$ cat config.mk
export PLATFORM = sky130hd
export DESIGN_NAME = i2c_master_byte_engine
export DESIGN_NICKNAME = d
export VERILOG_FILES = /design/src/rtl/core/i2cm_pkg.sv /design/src/rtl/core/i2c_master_byte_engine.sv /design/src/rtl/core/i2cm_step.sv /design/src/rtl/core/i2cm_skid.sv
export VERILOG_INCLUDE_DIRS = /design/src /design/src/rtl/core
export SDC_FILE = /design/constraint.sdc
export NUM_CORES = 1
export LEC_CHECK = 0
export BUFFER_PORTS_ARGS = -buffer_cell sky130_fd_sc_hd__buf_2
export CAP_MARGIN = 30
export CORE_UTILIZATION = 50
export DETAILED_ROUTE_END_ITERATION = 6
export PLACE_DENSITY = 0.77
export SYNTH_ARGS = -nofsm -noshare
export SYNTH_HDL_FRONTEND = slang
export SYNTH_SLANG_ARGS = --single-unit
$ cat constraint.sdc
create_clock -name clk -period 3.2 [get_ports clk]
set_input_delay 0.64 -clock clk [delete_from_list [all_inputs] [get_ports clk]]
set_output_delay 0.64 -clock clk [all_outputs]
set_load 0.02 [all_outputs]
$ cat src/rtl/core/assert_macros.svh
// Assertion macros shared by the I2C master RTL.
// No dependencies; compiled out when SYNTHESIS is defined.
`ifndef ASSERT_MACROS_SVH
`define ASSERT_MACROS_SVH
`ifndef SYNTHESIS
`define ASSERT_CLK(lbl, clk, rst_n, prop) \
    lbl: assert property (@(posedge clk) disable iff (!rst_n) (prop)) \
        else $error("assertion failed");
`define ASSERT_IMPLY(lbl, clk, rst_n, ante, cons) \
    lbl: assert property (@(posedge clk) disable iff (!rst_n) (ante) |-> (cons)) \
        else $error("assertion failed");
`define ASSERT_NEXT(lbl, clk, rst_n, ante, cons) \
    lbl: assert property (@(posedge clk) disable iff (!rst_n) (ante) |=> (cons)) \
        else $error("assertion failed");
`else
`define ASSERT_CLK(lbl, clk, rst_n, prop)
`define ASSERT_IMPLY(lbl, clk, rst_n, ante, cons)
`define ASSERT_NEXT(lbl, clk, rst_n, ante, cons)
`endif
`endif

$ cat src/rtl/core/i2cm_pkg.sv
// Shared types and constants for the I2C master byte engine.
// No dependencies.
package i2cm_pkg;

    localparam logic [2:0] OP_TICK  = 3'd0;
    localparam logic [2:0] OP_START = 3'd1;
    localparam logic [2:0] OP_STOP  = 3'd2;
    localparam logic [2:0] OP_WRITE = 3'd3;
    localparam logic [2:0] OP_READ  = 3'd4;

    localparam logic [15:0] HALF_PERIOD_RESET = 16'd100;
    localparam logic [3:0]  BITS_PER_BYTE     = 4'd8;
    localparam logic [3:0]  LAST_READ_BIT     = 4'd7;

    typedef struct packed {
        logic       scl;
        logic       sda;
        logic       busy;
        logic       done;
        logic [7:0] rdata;
    } step_res_t;

endpackage

$ cat src/rtl/core/i2c_master_byte_engine.sv
// I2C master byte engine, one bus timer tick per input item.
// Channels: input items (opcode, write_data, ack_after_read, sda_in) on
// in_valid/in_stall; results (scl_out, sda_out, busy_res, done_res,
// read_data) on out_valid/out_stall; half_period_ticks written on
// cfg_valid/cfg_ready, always ready, to be changed only while idle.
// Every accepted item yields exactly one result, in order.
// Results are registered in the output register, or in the skid register
// while one waits there. Throughput: one item per cycle while in_stall is
// low, the sequencer updating a tick in one pass from its state registers.
// A skid register behind the output register lets one further item in while
// a result waits; in_stall rises only once both entries are full, and drops
// as soon as the receiver takes a result.
// Reset: lines released high, engine idle, shift register and counters
// cleared, half period back to 100 ticks, result buffer empty.
// Depends on i2cm_pkg, i2cm_step and i2cm_skid.
module i2c_master_byte_engine (
    input  logic        clk,
    input  logic        rst_n,
    input  logic        in_valid,
    output logic        in_stall,
    input  logic [2:0]  opcode,
    input  logic [7:0]  write_data,
    input  logic        ack_after_read,
    input  logic        sda_in,
    output logic        out_valid,
    input  logic        out_stall,
    output logic        scl_out,
    output logic        sda_out,
    output logic        busy_res,
    output logic        done_res,
    output logic [7:0]  read_data,
    input  logic        cfg_valid,
    output logic        cfg_ready,
    input  logic [15:0] half_period_ticks
);
    import i2cm_pkg::*;

    logic        half_period_wr;
    logic [15:0] half_period_reg;
    logic        accept;
    logic        buf_full;
    step_res_t   step_res;
    step_res_t   out_res;

    assign cfg_ready      = 1'b1;
    assign half_period_wr = cfg_valid && cfg_ready;

    always_ff @(posedge clk or negedge rst_n)
    begin
        if (!rst_n)
        begin
            half_period_reg <= HALF_PERIOD_RESET;
        end
        else if (half_period_wr)
        begin
            half_period_reg <= half_period_ticks;
        end
    end

    assign in_stall = buf_full;
    assign accept   = in_valid && !buf_full;

    i2cm_step u_step (
        .clk            (clk),
        .rst_n          (rst_n),
        .accept         (accept),
        .opcode         (opcode),
        .write_data     (write_data),
        .ack_after_read (ack_after_read),
        .sda_in         (sda_in),
        .half_period    (half_period_reg),
        .res            (step_res)
    );

    i2cm_skid u_skid (
        .clk       (clk),
        .rst_n     (rst_n),
        .push      (accept),
        .push_res  (step_res),
        .full      (buf_full),
        .out_valid (out_valid),
        .out_stall (out_stall),
        .out_res   (out_res)
    );

    assign scl_out   = out_res.scl;
    assign sda_out   = out_res.sda;
    assign busy_res  = out_res.busy;
    assign done_res  = out_res.done;
    assign read_data = out_res.rdata;

endmodule

$ cat src/rtl/core/i2cm_step.sv
// Per-tick bus sequencer: phase, wait timer, shift register and line levels.
// Depends on i2cm_pkg and assert_macros.svh.
`include "assert_macros.svh"

module i2cm_step (
    input  logic               clk,
    input  logic               rst_n,
    input  logic               accept,
    input  logic [2:0]         opcode,
    input  logic [7:0]         write_data,
    input  logic               ack_after_read,
    input  logic               sda_in,
    input  logic [15:0]        half_period,
    output i2cm_pkg::step_res_t res
);
    import i2cm_pkg::*;

    typedef enum logic [3:0] {
        PH_IDLE, PH_ST1, PH_ST2, PH_SP1, PH_SP2, PH_SP3, PH_WLOW, PH_WHIGH,
        PH_WACKH, PH_WACKL, PH_RHI1, PH_RHI2, PH_RLOW, PH_RA1, PH_RA2, PH_RA3
    } phase_t;

    phase_t      phase_reg, phase_next;
    logic [3:0]  bit_count_reg, bit_count_next;
    logic [15:0] wait_reg, wait_next;
    logic [7:0]  shift_reg, shift_next;
    logic        ack_reg, ack_next;
    logic        scl_reg, scl_next;
    logic        sda_reg, sda_next;
    logic        done;
    logic [15:0] wait_load;
    logic [15:0] wait_dec;
    logic [3:0]  bit_inc;
    logic [7:0]  sampled;

    assign wait_load = (half_period == '0) ? 16'd1 : half_period;
    assign wait_dec  = (wait_reg != '0) ? (wait_reg - 16'd1) : '0;
    assign bit_inc   = bit_count_reg + 4'd1;
    assign sampled   = {shift_reg[7:1], sda_in};

    always_comb
    begin
        phase_next     = phase_reg;
        bit_count_next = bit_count_reg;
        wait_next      = wait_reg;
        shift_next     = shift_reg;
        ack_next       = ack_reg;
        scl_next       = scl_reg;
        sda_next       = sda_reg;
        done           = 1'b0;
        if (phase_reg == PH_IDLE)
        begin
            unique case (opcode)
                OP_START:
                begin
                    scl_next   = 1'b0;
                    sda_next   = 1'b1;
                    phase_next = PH_ST1;
                    wait_next  = wait_load;
                end
                OP_STOP:
                begin
                    phase_next = PH_SP1;
                    wait_next  = wait_load;
                end
                OP_WRITE:
                begin
                    shift_next     = write_data;
                    bit_count_next = '0;
                    scl_next       = 1'b0;
                    phase_next     = PH_WLOW;
                    wait_next      = wait_load;
                end
                OP_READ:
                begin
                    ack_next       = ack_after_read;
                    bit_count_next = '0;
                    sda_next       = 1'b1;
                    scl_next       = 1'b1;
                    phase_next     = PH_RHI1;
                    wait_next      = wait_load;
                end
                default:
                begin
                    phase_next = PH_IDLE;
                end
            endcase
        end
        else
        begin
            wait_next = wait_dec;
            if (wait_dec == '0)
            begin
                // wait expired: make the next group of line changes
                wait_next = wait_load;
                unique case (phase_reg)
                    PH_ST1:
                    begin
                        scl_next   = 1'b1;
                        phase_next = PH_ST2;
                    end
                    PH_SP1:
                    begin
                        sda_next   = 1'b0;
                        scl_next   = 1'b1;
                        phase_next = PH_SP2;
                    end
                    PH_SP2:
                    begin
                        sda_next   = 1'b1;
                        phase_next = PH_SP3;
                    end
                    PH_WLOW:
                    begin
                        sda_next       = shift_reg[7];
                        shift_next     = {shift_reg[6:0], 1'b0};
                        scl_next       = 1'b1;
                        bit_count_next = bit_inc;
                        phase_next     = PH_WHIGH;
                    end
                    PH_WHIGH:
                    begin
                        if (bit_count_reg < BITS_PER_BYTE)
                        begin
                            scl_next   = 1'b0;
                            phase_next = PH_WLOW;
                        end
                        else
                        begin
                            // acknowledge clock with the data line released
                            sda_next   = 1'b1;
                            scl_next   = 1'b1;
                            phase_next = PH_WACKH;
                        end
                    end
                    PH_WACKH:
                    begin
                        scl_next   = 1'b0;
                        phase_next = PH_WACKL;
                    end
                    PH_RHI1:
                    begin
                        shift_next = (bit_count_reg < LAST_READ_BIT)
                                   ? {sampled[6:0], 1'b0} : sampled;
                        phase_next = PH_RHI2;
                    end
                    PH_RHI2:
                    begin
                        scl_next   = 1'b0;
                        phase_next = PH_RLOW;
                    end
                    PH_RLOW:
                    begin
                        bit_count_next = bit_inc;
                        sda_next       = 1'b1;
                        if (bit_inc < BITS_PER_BYTE)
                        begin
                            scl_next   = 1'b1;
                            phase_next = PH_RHI1;
                        end
                        else
                        begin
                            scl_next   = 1'b0;
                            phase_next = PH_RA1;
                        end
                    end
                    PH_RA1:
                    begin
                        sda_next   = ~ack_reg;
                        scl_next   = 1'b1;
                        phase_next = PH_RA2;
                    end
                    PH_RA2:
                    begin
                        scl_next   = 1'b0;
                        phase_next = PH_RA3;
                    end
                    PH_ST2, PH_SP3, PH_WACKL, PH_RA3, PH_IDLE:
                    begin
                        if (phase_reg == PH_ST2)
                        begin
                            sda_next = 1'b0;
                        end
                        if (phase_reg == PH_SP3)
                        begin
                            scl_next = 1'b0;
                        end
                        done       = 1'b1;
                        phase_next = PH_IDLE;
                        wait_next  = '0;
                    end
                endcase
            end
        end
    end

    always_ff @(posedge clk or negedge rst_n)
    begin
        if (!rst_n)
        begin
            phase_reg     <= PH_IDLE;
            bit_count_reg <= '0;
            wait_reg      <= '0;
            shift_reg     <= '0;
            ack_reg       <= 1'b0;
            scl_reg       <= 1'b1;
            sda_reg       <= 1'b1;
        end
        else if (accept)
        begin
            phase_reg     <= phase_next;
            bit_count_reg <= bit_count_next;
            wait_reg      <= wait_next;
            shift_reg     <= shift_next;
            ack_reg       <= ack_next;
            scl_reg       <= scl_next;
            sda_reg       <= sda_next;
        end
    end

    assign res.scl   = scl_next;
    assign res.sda   = sda_next;
    assign res.busy  = (phase_next != PH_IDLE);
    assign res.done  = done;
    assign res.rdata = shift_next;

    `ASSERT_IMPLY(a_wait_armed, clk, rst_n, phase_reg != PH_IDLE, wait_reg != '0)
    `ASSERT_CLK(a_bit_range, clk, rst_n, bit_count_reg <= BITS_PER_BYTE)
    `ASSERT_NEXT(a_done_idle, clk, rst_n, accept && done, phase_reg == PH_IDLE)

endmodule

$ cat src/rtl/core/i2cm_skid.sv
// Two-entry result buffer: output register plus skid register.
// Depends on i2cm_pkg and assert_macros.svh.
`include "assert_macros.svh"

module i2cm_skid (
    input  logic               clk,
    input  logic               rst_n,
    input  logic               push,
    input  i2cm_pkg::step_res_t push_res,
    output logic               full,
    output logic               out_valid,
    input  logic               out_stall,
    output i2cm_pkg::step_res_t out_res
);
    import i2cm_pkg::*;

    logic      out_valid_reg, out_valid_next;
    logic      skid_valid_reg, skid_valid_next;
    step_res_t out_res_reg, out_res_next;
    step_res_t skid_res_reg, skid_res_next;
    logic      pop;

    assign pop = out_valid_reg && !out_stall;

    always_comb
    begin
        out_valid_next  = out_valid_reg;
        skid_valid_next = skid_valid_reg;
        out_res_next    = out_res_reg;
        skid_res_next   = skid_res_reg;
        if (pop || !out_valid_reg)
        begin
            if (skid_valid_reg)
            begin
                // drain the skid entry first to keep order
                out_res_next    = skid_res_reg;
                out_valid_next  = 1'b1;
                skid_valid_next = 1'b0;
            end
            else
            begin
                out_res_next   = push_res;
                out_valid_next = push;
            end
        end
        else if (push)
        begin
            skid_res_next   = push_res;
            skid_valid_next = 1'b1;
        end
    end

    always_ff @(posedge clk or negedge rst_n)
    begin
        if (!rst_n)
        begin
            out_valid_reg  <= 1'b0;
            skid_valid_reg <= 1'b0;
        end
        else
        begin
            out_valid_reg  <= out_valid_next;
            skid_valid_reg <= skid_valid_next;
        end
    end

    always_ff @(posedge clk)
    begin
        out_res_reg  <= out_res_next;
        skid_res_reg <= skid_res_next;
    end

    assign full      = skid_valid_reg;
    assign out_valid = out_valid_reg;
    assign out_res   = out_res_reg;

    `ASSERT_IMPLY(a_skid_behind_out, clk, rst_n, skid_valid_reg, out_valid_reg)
    `ASSERT_IMPLY(a_skid_fill_on_stall, clk, rst_n, $rose(skid_valid_reg), $past(out_stall))
    `ASSERT_NEXT(a_no_push_while_full, clk, rst_n, skid_valid_reg && !pop, skid_valid_reg)

endmodule
==> impl_metrics.csv, run 1 <==
group,metric,value,unit
power_and_ir_drop,ir_worst_vdd,0.0003661,V
drt,drc,0,
min_path,hp-class,"in -> async",
floorplan,die_h,96.19,um
clocking,clk_latency,0.36,ns
final_layout,fin_nets,542,
sta,rsz0062_at_grt,"yes",
logic_synthesis,syn-cell-area,0.004436,mm2
run,drv_cap,0,
clocking,clk_path_buf_depth,2,
final_layout,n_antenna_cell,0,
sta,final_hold_viol_count,0,
drt,drt-wirelength-per-cell,17.67,um
drt,drt-pass1-iter-count,5,
clocking,clkSinkCount,77,
worst_setup_path,critPathKind,"reg -> reg",
logic_synthesis,ys.flop_type,"dfrtp_1",
place,gp_congestion,0.9521,
power_and_ir_drop,p_total,4.122,mW
floorplan,io_pins,49,
global_route,gr-usage-met1,32.11,%
sta,finalSetupViolCount,0,
sta,fin_hold_ws,0.1712,ns
final_layout,drive_gt1_share,27.20,%
global_route,grt_use_met3,4.818,%
global_route,gr-total-overflow,0,
sta,tns,0,ns
final_layout,regArea,0.002053,mm2
final_layout,final_area,0.005104,mm2
worst_setup_path,cp.required,3.30,ns
global_route,antenna_found_initial,0,
clocking,h-tree-depth,3,
worst_setup_path,end_kind,"flop",
drt,routed_via_density,6.266,
logic_synthesis,synth_cells,451,
sta,tightest_slew,0.7274,ns
floorplan,dieArea,0.009252,mm2
drt,via_count,3860,
run_status,status,"complete, no violations",
floorplan,die_x,96.19,um
floorplan,initial_core_util,52.92,%
sta,setup_ws,0.1149,ns
clocking,clkTransAtPathRegs,0.09,ns
logic_synthesis,synthTopCellsByCount,"55 x nor2_1, 48 x dfrtp_1, 35 x a21oi_1",
logic_synthesis,ys_warn_count,0,
logic_synthesis,synth_cell_types,80,
logic_synthesis,synth-seq-cells,77,
final_layout,multi_input_area,0.002218,mm2
logic_synthesis,synth_area_per_cell,9.835,um2
sta,max_freq,0.3241,GHz
worst_setup_path,crit_path_max_fanout,8,
logic_synthesis,yosys-top-cells-area,"dfrtp_1 27%, edfxtp_1 16%, mux2_2 5.1%, nor2_1 4.7%, a21oi_1 3.9%",
worst_setup_path,startpoint_type,"flop",
logic_synthesis,synth-edff-count,24,
power_and_ir_drop,p_per_area,807.7,mW/mm2
global_route,grt.busiest_layer,"met2",
final_layout,fillers,723,
place,post-dp-hpwl,7.926,mm
logic_synthesis,yosysMostFrequentCell,"nor2_1",
sta,final.period_utilization,96.41,%
logic_synthesis,synth_nets,487,
clocking,cts_tree,"done",
global_route,grt_pass1_wl,17.71,mm
sta,max-slew-margin-rel,51.51,%
power_and_ir_drop,leakagePower,2.113,nW
final_layout,area_growth,15.06,%
logic_synthesis,synthArstFlopShare,68.83,%
drt,wl,10.88,mm
logic_synthesis,yosysSeqAreaShare,46.29,%
place,placed_area,0.004815,mm2
clocking,root_buffer,"clkbuf_8",
sta,min_period,3.085,ns
final_layout,fin_util,60.89,%
logic_synthesis,synth_top_area_share,27.08,%
sta,fin_skew,0.01059,ns
floorplan,core,0.008382,mm2
worst_setup_path,cp_data_arrival_time,3.19,ns
sta,maxSlewViolCount,0,
global_route,grt_pass1_vias,3634,
drt,ant_nets,0,
floorplan,rows,33,
clocking,cts_hold_repair.buffers,0,
global_route,use_met2,41.25,%
clocking,cts_made_buffers,9,
final_layout,final-instance-count-excl-fill,616,
global_route,grt_max_degree,38,
place,dp_slack,-0.03711,ns
global_route,grt_util_all_layers,25.25,%
place,portBuffers,47,
logic_synthesis,synth.largest_area_cell,"dfrtp_1",
place,place_inst,594,
drt,drtIter0Drc,347,
[placed cells by master, fill, tap and decap left out, drive strengths merged, types with 9 or more instances in the layout]
cell type  synthesis  final
a21oi             37     37
a221o             12     12
buf                8     72
clkbuf            20      9
dfrtp             48     48
edfxtp            24     24
inv               12     16
mux2              23     23
nand2             31     31
nor2              55     55
nor3              16     16
nor4               9      9
o21ai             20     20
o22ai             10     10
o31ai             12     12
[kinds of logic after synthesis]
| logic type | synth area share [%] |
|---|---|
| other cells | 0.08455 |
| flops | 46.29 |
| xor+xnor | 1.382 |
| mux | 6.460 |
| simple gates | 18.62 |
| buf+inv | 4.034 |
| compound gates | 22.34 |
| fa+ha+maj | 0.7898 |
[critical path: stages, from the launching register on]
cell and delay [ns]:
dfrtp_1 0.46, inv_1 0.09, ha_1 0.17, nor4b_4 0.26
nand4_1 0.19, mux2_4 0.37, or2_4 0.26, o41ai_4 0.27
buf_4 0.19, mux2_4 0.30, a21oi_2 0.19, o31ai_1 0.09
[final cells by class]
class,instances,share of cell area (%)
Clock buffer,9,2.427
Tap cell,105,2.574
Clock inverter,7,2.059
Timing Repair Buffer,72,8.286
Sequential cell,77,40.23
Inverter,13,0.9561
Multi-Input combinational cell,333,43.47
[report_power, final]
group	internal (mW)	switching [mW]
logic	0.715	0.919
registers	1.29	0.348
clock network	0.453	0.394
[final timing paths]
| kind | start | to | slack, ns | depth (start not counted) |
|---|---|---|---|---|
| min in group clk | half_period_ticks[14] | half_period_reg[14] | 0.51 | 2 |
| setup reg to reg | u_step.wait_reg[0] | u_skid.out_res[11] | 0.11 | 11 |
| hold / removal | rst_n | half_period_reg[13] | 0.17 | 1 |
| setup / recovery | u_step.wait_reg[0] | u_skid.out_res[11] | 0.11 | 11 |
| max in group asynchronous | rst_n | u_step.scl_reg | 2.18 | 2 |
| hold reg to reg | u_step.ack_reg | u_step.ack_reg | 0.51 | 1 |
[metal layers]
metal	wire [um]	part of all wire (%)
met5	0	0
met4	352	3.2
met3	813	7.5
met2	5207	48
met1	4511	41
[repair_timing]
action                                  in CTS  in global routing
pin swaps                                    1                  2
gates resized for setup                      1                  2
endpoints found under the setup margin      11                 17
setup buffers                                2                  4
No activity file was read; power rests on OpenSTA's default activity.
==> run 2: changes to the inputs <==
--- a/config.mk
+++ b/config.mk
@@ -6,11 +6,12 @@
 export SDC_FILE = /design/constraint.sdc
 export NUM_CORES = 1
 export LEC_CHECK = 0
+export ABC_CLOCK_PERIOD_IN_PS = 3200
 export BUFFER_PORTS_ARGS = -buffer_cell sky130_fd_sc_hd__buf_2
 export CAP_MARGIN = 30
-export CORE_UTILIZATION = 50
+export CORE_UTILIZATION = 45
 export DETAILED_ROUTE_END_ITERATION = 6
-export PLACE_DENSITY = 0.77
+export PLACE_DENSITY = 0.71
 export SYNTH_ARGS = -nofsm -noshare
 export SYNTH_HDL_FRONTEND = slang
 export SYNTH_SLANG_ARGS = --single-unit
==> run 2 against run 1 <==
  * Sequential share of layout area about the same
  * Final area increased by 0.25%
  * Largest cell class unchanged
  * Critical path type unchanged
  * Routed wire length shrank 2.1%
  * Final cell count grew 4.4%
  * Worst setup slack worse by 0.0037 ns
  * Clock power is 19% lower
  * Sequential cell count unchanged
==> impl_metrics.csv, run 2 (synthesis gave the netlist of run 1 again) <==
group,metric,value,unit
run_status,status,"complete, no violations",
floorplan,dieArea,0.01026,mm2
worst_setup_path,cp_data_arrival_time,3.19,ns
place,place_inst,622,
final_layout,n_antenna_cell,0,
sta,rsz0062_at_grt,"no",
clocking,clk_path_buf_depth,2,
clocking,root_buffer,"clkbuf_8",
worst_setup_path,crit_path_frequent_cell,"mux2_4",
floorplan,rows,35,
clocking,clkTransAtPathRegs,0.09,ns
min_path,hp-class,"in -> async",
place,gp_congestion,0.9303,
worst_setup_path,cp_top_family,"simple AND/OR/NAND/NOR gates",
drt,drc,0,
drt,drt-wirelength-per-cell,16.58,um
final_layout,drive_gt1_share,28.21,%
power_and_ir_drop,ir_worst_vdd,0.0003608,V
final_layout,final_cell_mix,"55 x nor2_1, 47 x buf_2, 46 x dfrtp_1, 35 x a21oi_1, 29 x nand2_1",
final_layout,final_common_cell,"nor2_1",
drt,routed_via_density,5.953,
place,portBuffers,47,
clocking,cts_hold_repair.buffers,0,
worst_setup_path,cpMaxStageDelayCell,"dfrtp_2",
drt,via_count,3828,
drt,wl,10.66,mm
worst_setup_path,end_kind,"flop",
power_and_ir_drop,p_per_area,776.8,mW/mm2
drt,ant_nets,0,
worst_setup_path,crit_path_max_fanout,6,
clocking,cts_tree,"done",
final_layout,final_area,0.005116,mm2
global_route,grt_util_all_layers,22.21,%
worst_setup_path,critPathKind,"reg -> reg",
global_route,gr-total-overflow,0,
place,post-dp-hpwl,7.758,mm
sta,final.period_utilization,96.53,%
global_route,antenna_found_initial,0,
sta,fin_skew,0.01005,ns
clocking,h-tree-depth,3,
sta,finalSetupViolCount,0,
drt,drt-pass1-iter-count,6,
sta,tightest_slew,0.6740,ns
floorplan,initial_core_util,47.11,%
sta,tns,0,ns
place,placed_area,0.004875,mm2
run,drv_cap,0,
clocking,cts_made_buffers,9,
final_layout,area_growth,15.35,%
sta,maxSlewViolCount,0,
global_route,grt_max_degree,54,
power_and_ir_drop,p_total,3.974,mW
worst_setup_path,critical_path.max_stage_delay,0.45,ns
final_layout,final-instance-count-excl-fill,643,
final_layout,fin_nets,545,
worst_setup_path,startpoint_type,"flop",
sta,fin_hold_ws,0.4013,ns
worst_setup_path,cp.required,3.30,ns
floorplan,core,0.009415,mm2
floorplan,io_pins,49,
final_layout,fillers,856,
clocking,clkSinkCount,77,
global_route,grt_pass1_wl,17.74,mm
sta,final_hold_viol_count,0,
power_and_ir_drop,leakagePower,2.100,nW
sta,max-slew-margin-rel,55.07,%
drt,drtIter0Drc,190,
global_route,grt_pass1_vias,3760,
clocking,clk_latency,0.36,ns
sta,min_period,3.089,ns
worst_setup_path,path_cells,"inv_1 -> ha_1 -> nor4b_4 -> nand4_1 -> mux2_4 -> or2_4 -> o41ai_4 -> mux2_4 -> a21oi_2 -> o31ai_1",
worst_setup_path,crit_buf_inv,1,
floorplan,die_x,101.3,um
floorplan,die_h,101.3,um
sta,max_freq,0.3237,GHz
run 2: cell types whose count changed in the layout (fill, tap and decap cells not counted):
cell and delta:
buf_4 +3, bufinv_16 -2, dfrtp_1 -2, dfrtp_2 +2, clkinv_2 +1, clkinv_4 +1
clkinvlp_4 +1, inv_6 -1, o31ai_1 -1, o31ai_2 +1
run 2: cell type report:
| type | instances | area, um2 | share of cell area (%) |
|---|---|---|---|
| Multi-Input combinational cell | 333 | 2223 | 43.46 |
| Sequential cell | 77 | 2056 | 40.18 |
| Timing Repair Buffer | 75 | 445.4 | 8.706 |
| Tap cell | 129 | 161.4 | 3.155 |
| Clock buffer | 9 | 123.9 | 2.421 |
| Clock inverter | 7 | 57.56 | 1.125 |
| Inverter | 13 | 48.80 | 0.9538 |
run 2: final timing paths:
path,startpoint,to,slack (ns),depth (start not counted)
max in group asynchronous,rst_n,u_step.wait_reg[1],2.32,2
worst max-delay path,u_step.wait_reg[0],u_skid.out_res[11],0.11,10
worst min-delay path,rst_n,half_period_reg[0],0.40,2
min in group clk,half_period_ticks[3],half_period_reg[3],0.51,2
worst min register to register,u_step.ack_reg,u_step.ack_reg,0.52,1
worst max register to register,u_step.wait_reg[0],u_skid.out_res[11],0.11,10
run 2: per-stage QoR:
step,util [%],setup WS (ns)
after floorplan,-,0.2059
final,54.34,0.1111
after CTS,53.94,0.02933
after global placement,51.77,0.07328
after global routing,54.34,0.005379
after detailed placement,51.77,-0.02025
run 2: layer usage:
metal / vias to the layer above / part of all wire, % / global-route usage (%) / wire [um]
met2: 158 / 47 / 36.68 / 5057
li1: 1815 / - / - / -
met4: 0 / 2.6 / 10.59 / 281
met5: - / 0 / 0 / 0
met3: 22 / 6.1 / 4.279 / 653
met1: 1833 / 44 / 28.10 / 4666
run 2: power by group:
part	leakage, nW	switching, mW	internal (mW)
sequential	0.857	0.289	1.30
combinational	1.16	0.967	0.736
clock	0.0881	0.394	0.292
total	2.10	1.65	2.32
run 2: timing repair:
| item | CTS | global route |
|---|---|---|
| resized for setup | 0 | 6 |
| cloned | 0 | 0 |
| pin swaps | 1 | 3 |
| setup buffers | 3 | 2 |
| setup endpoints to repair | 8 | 38 |
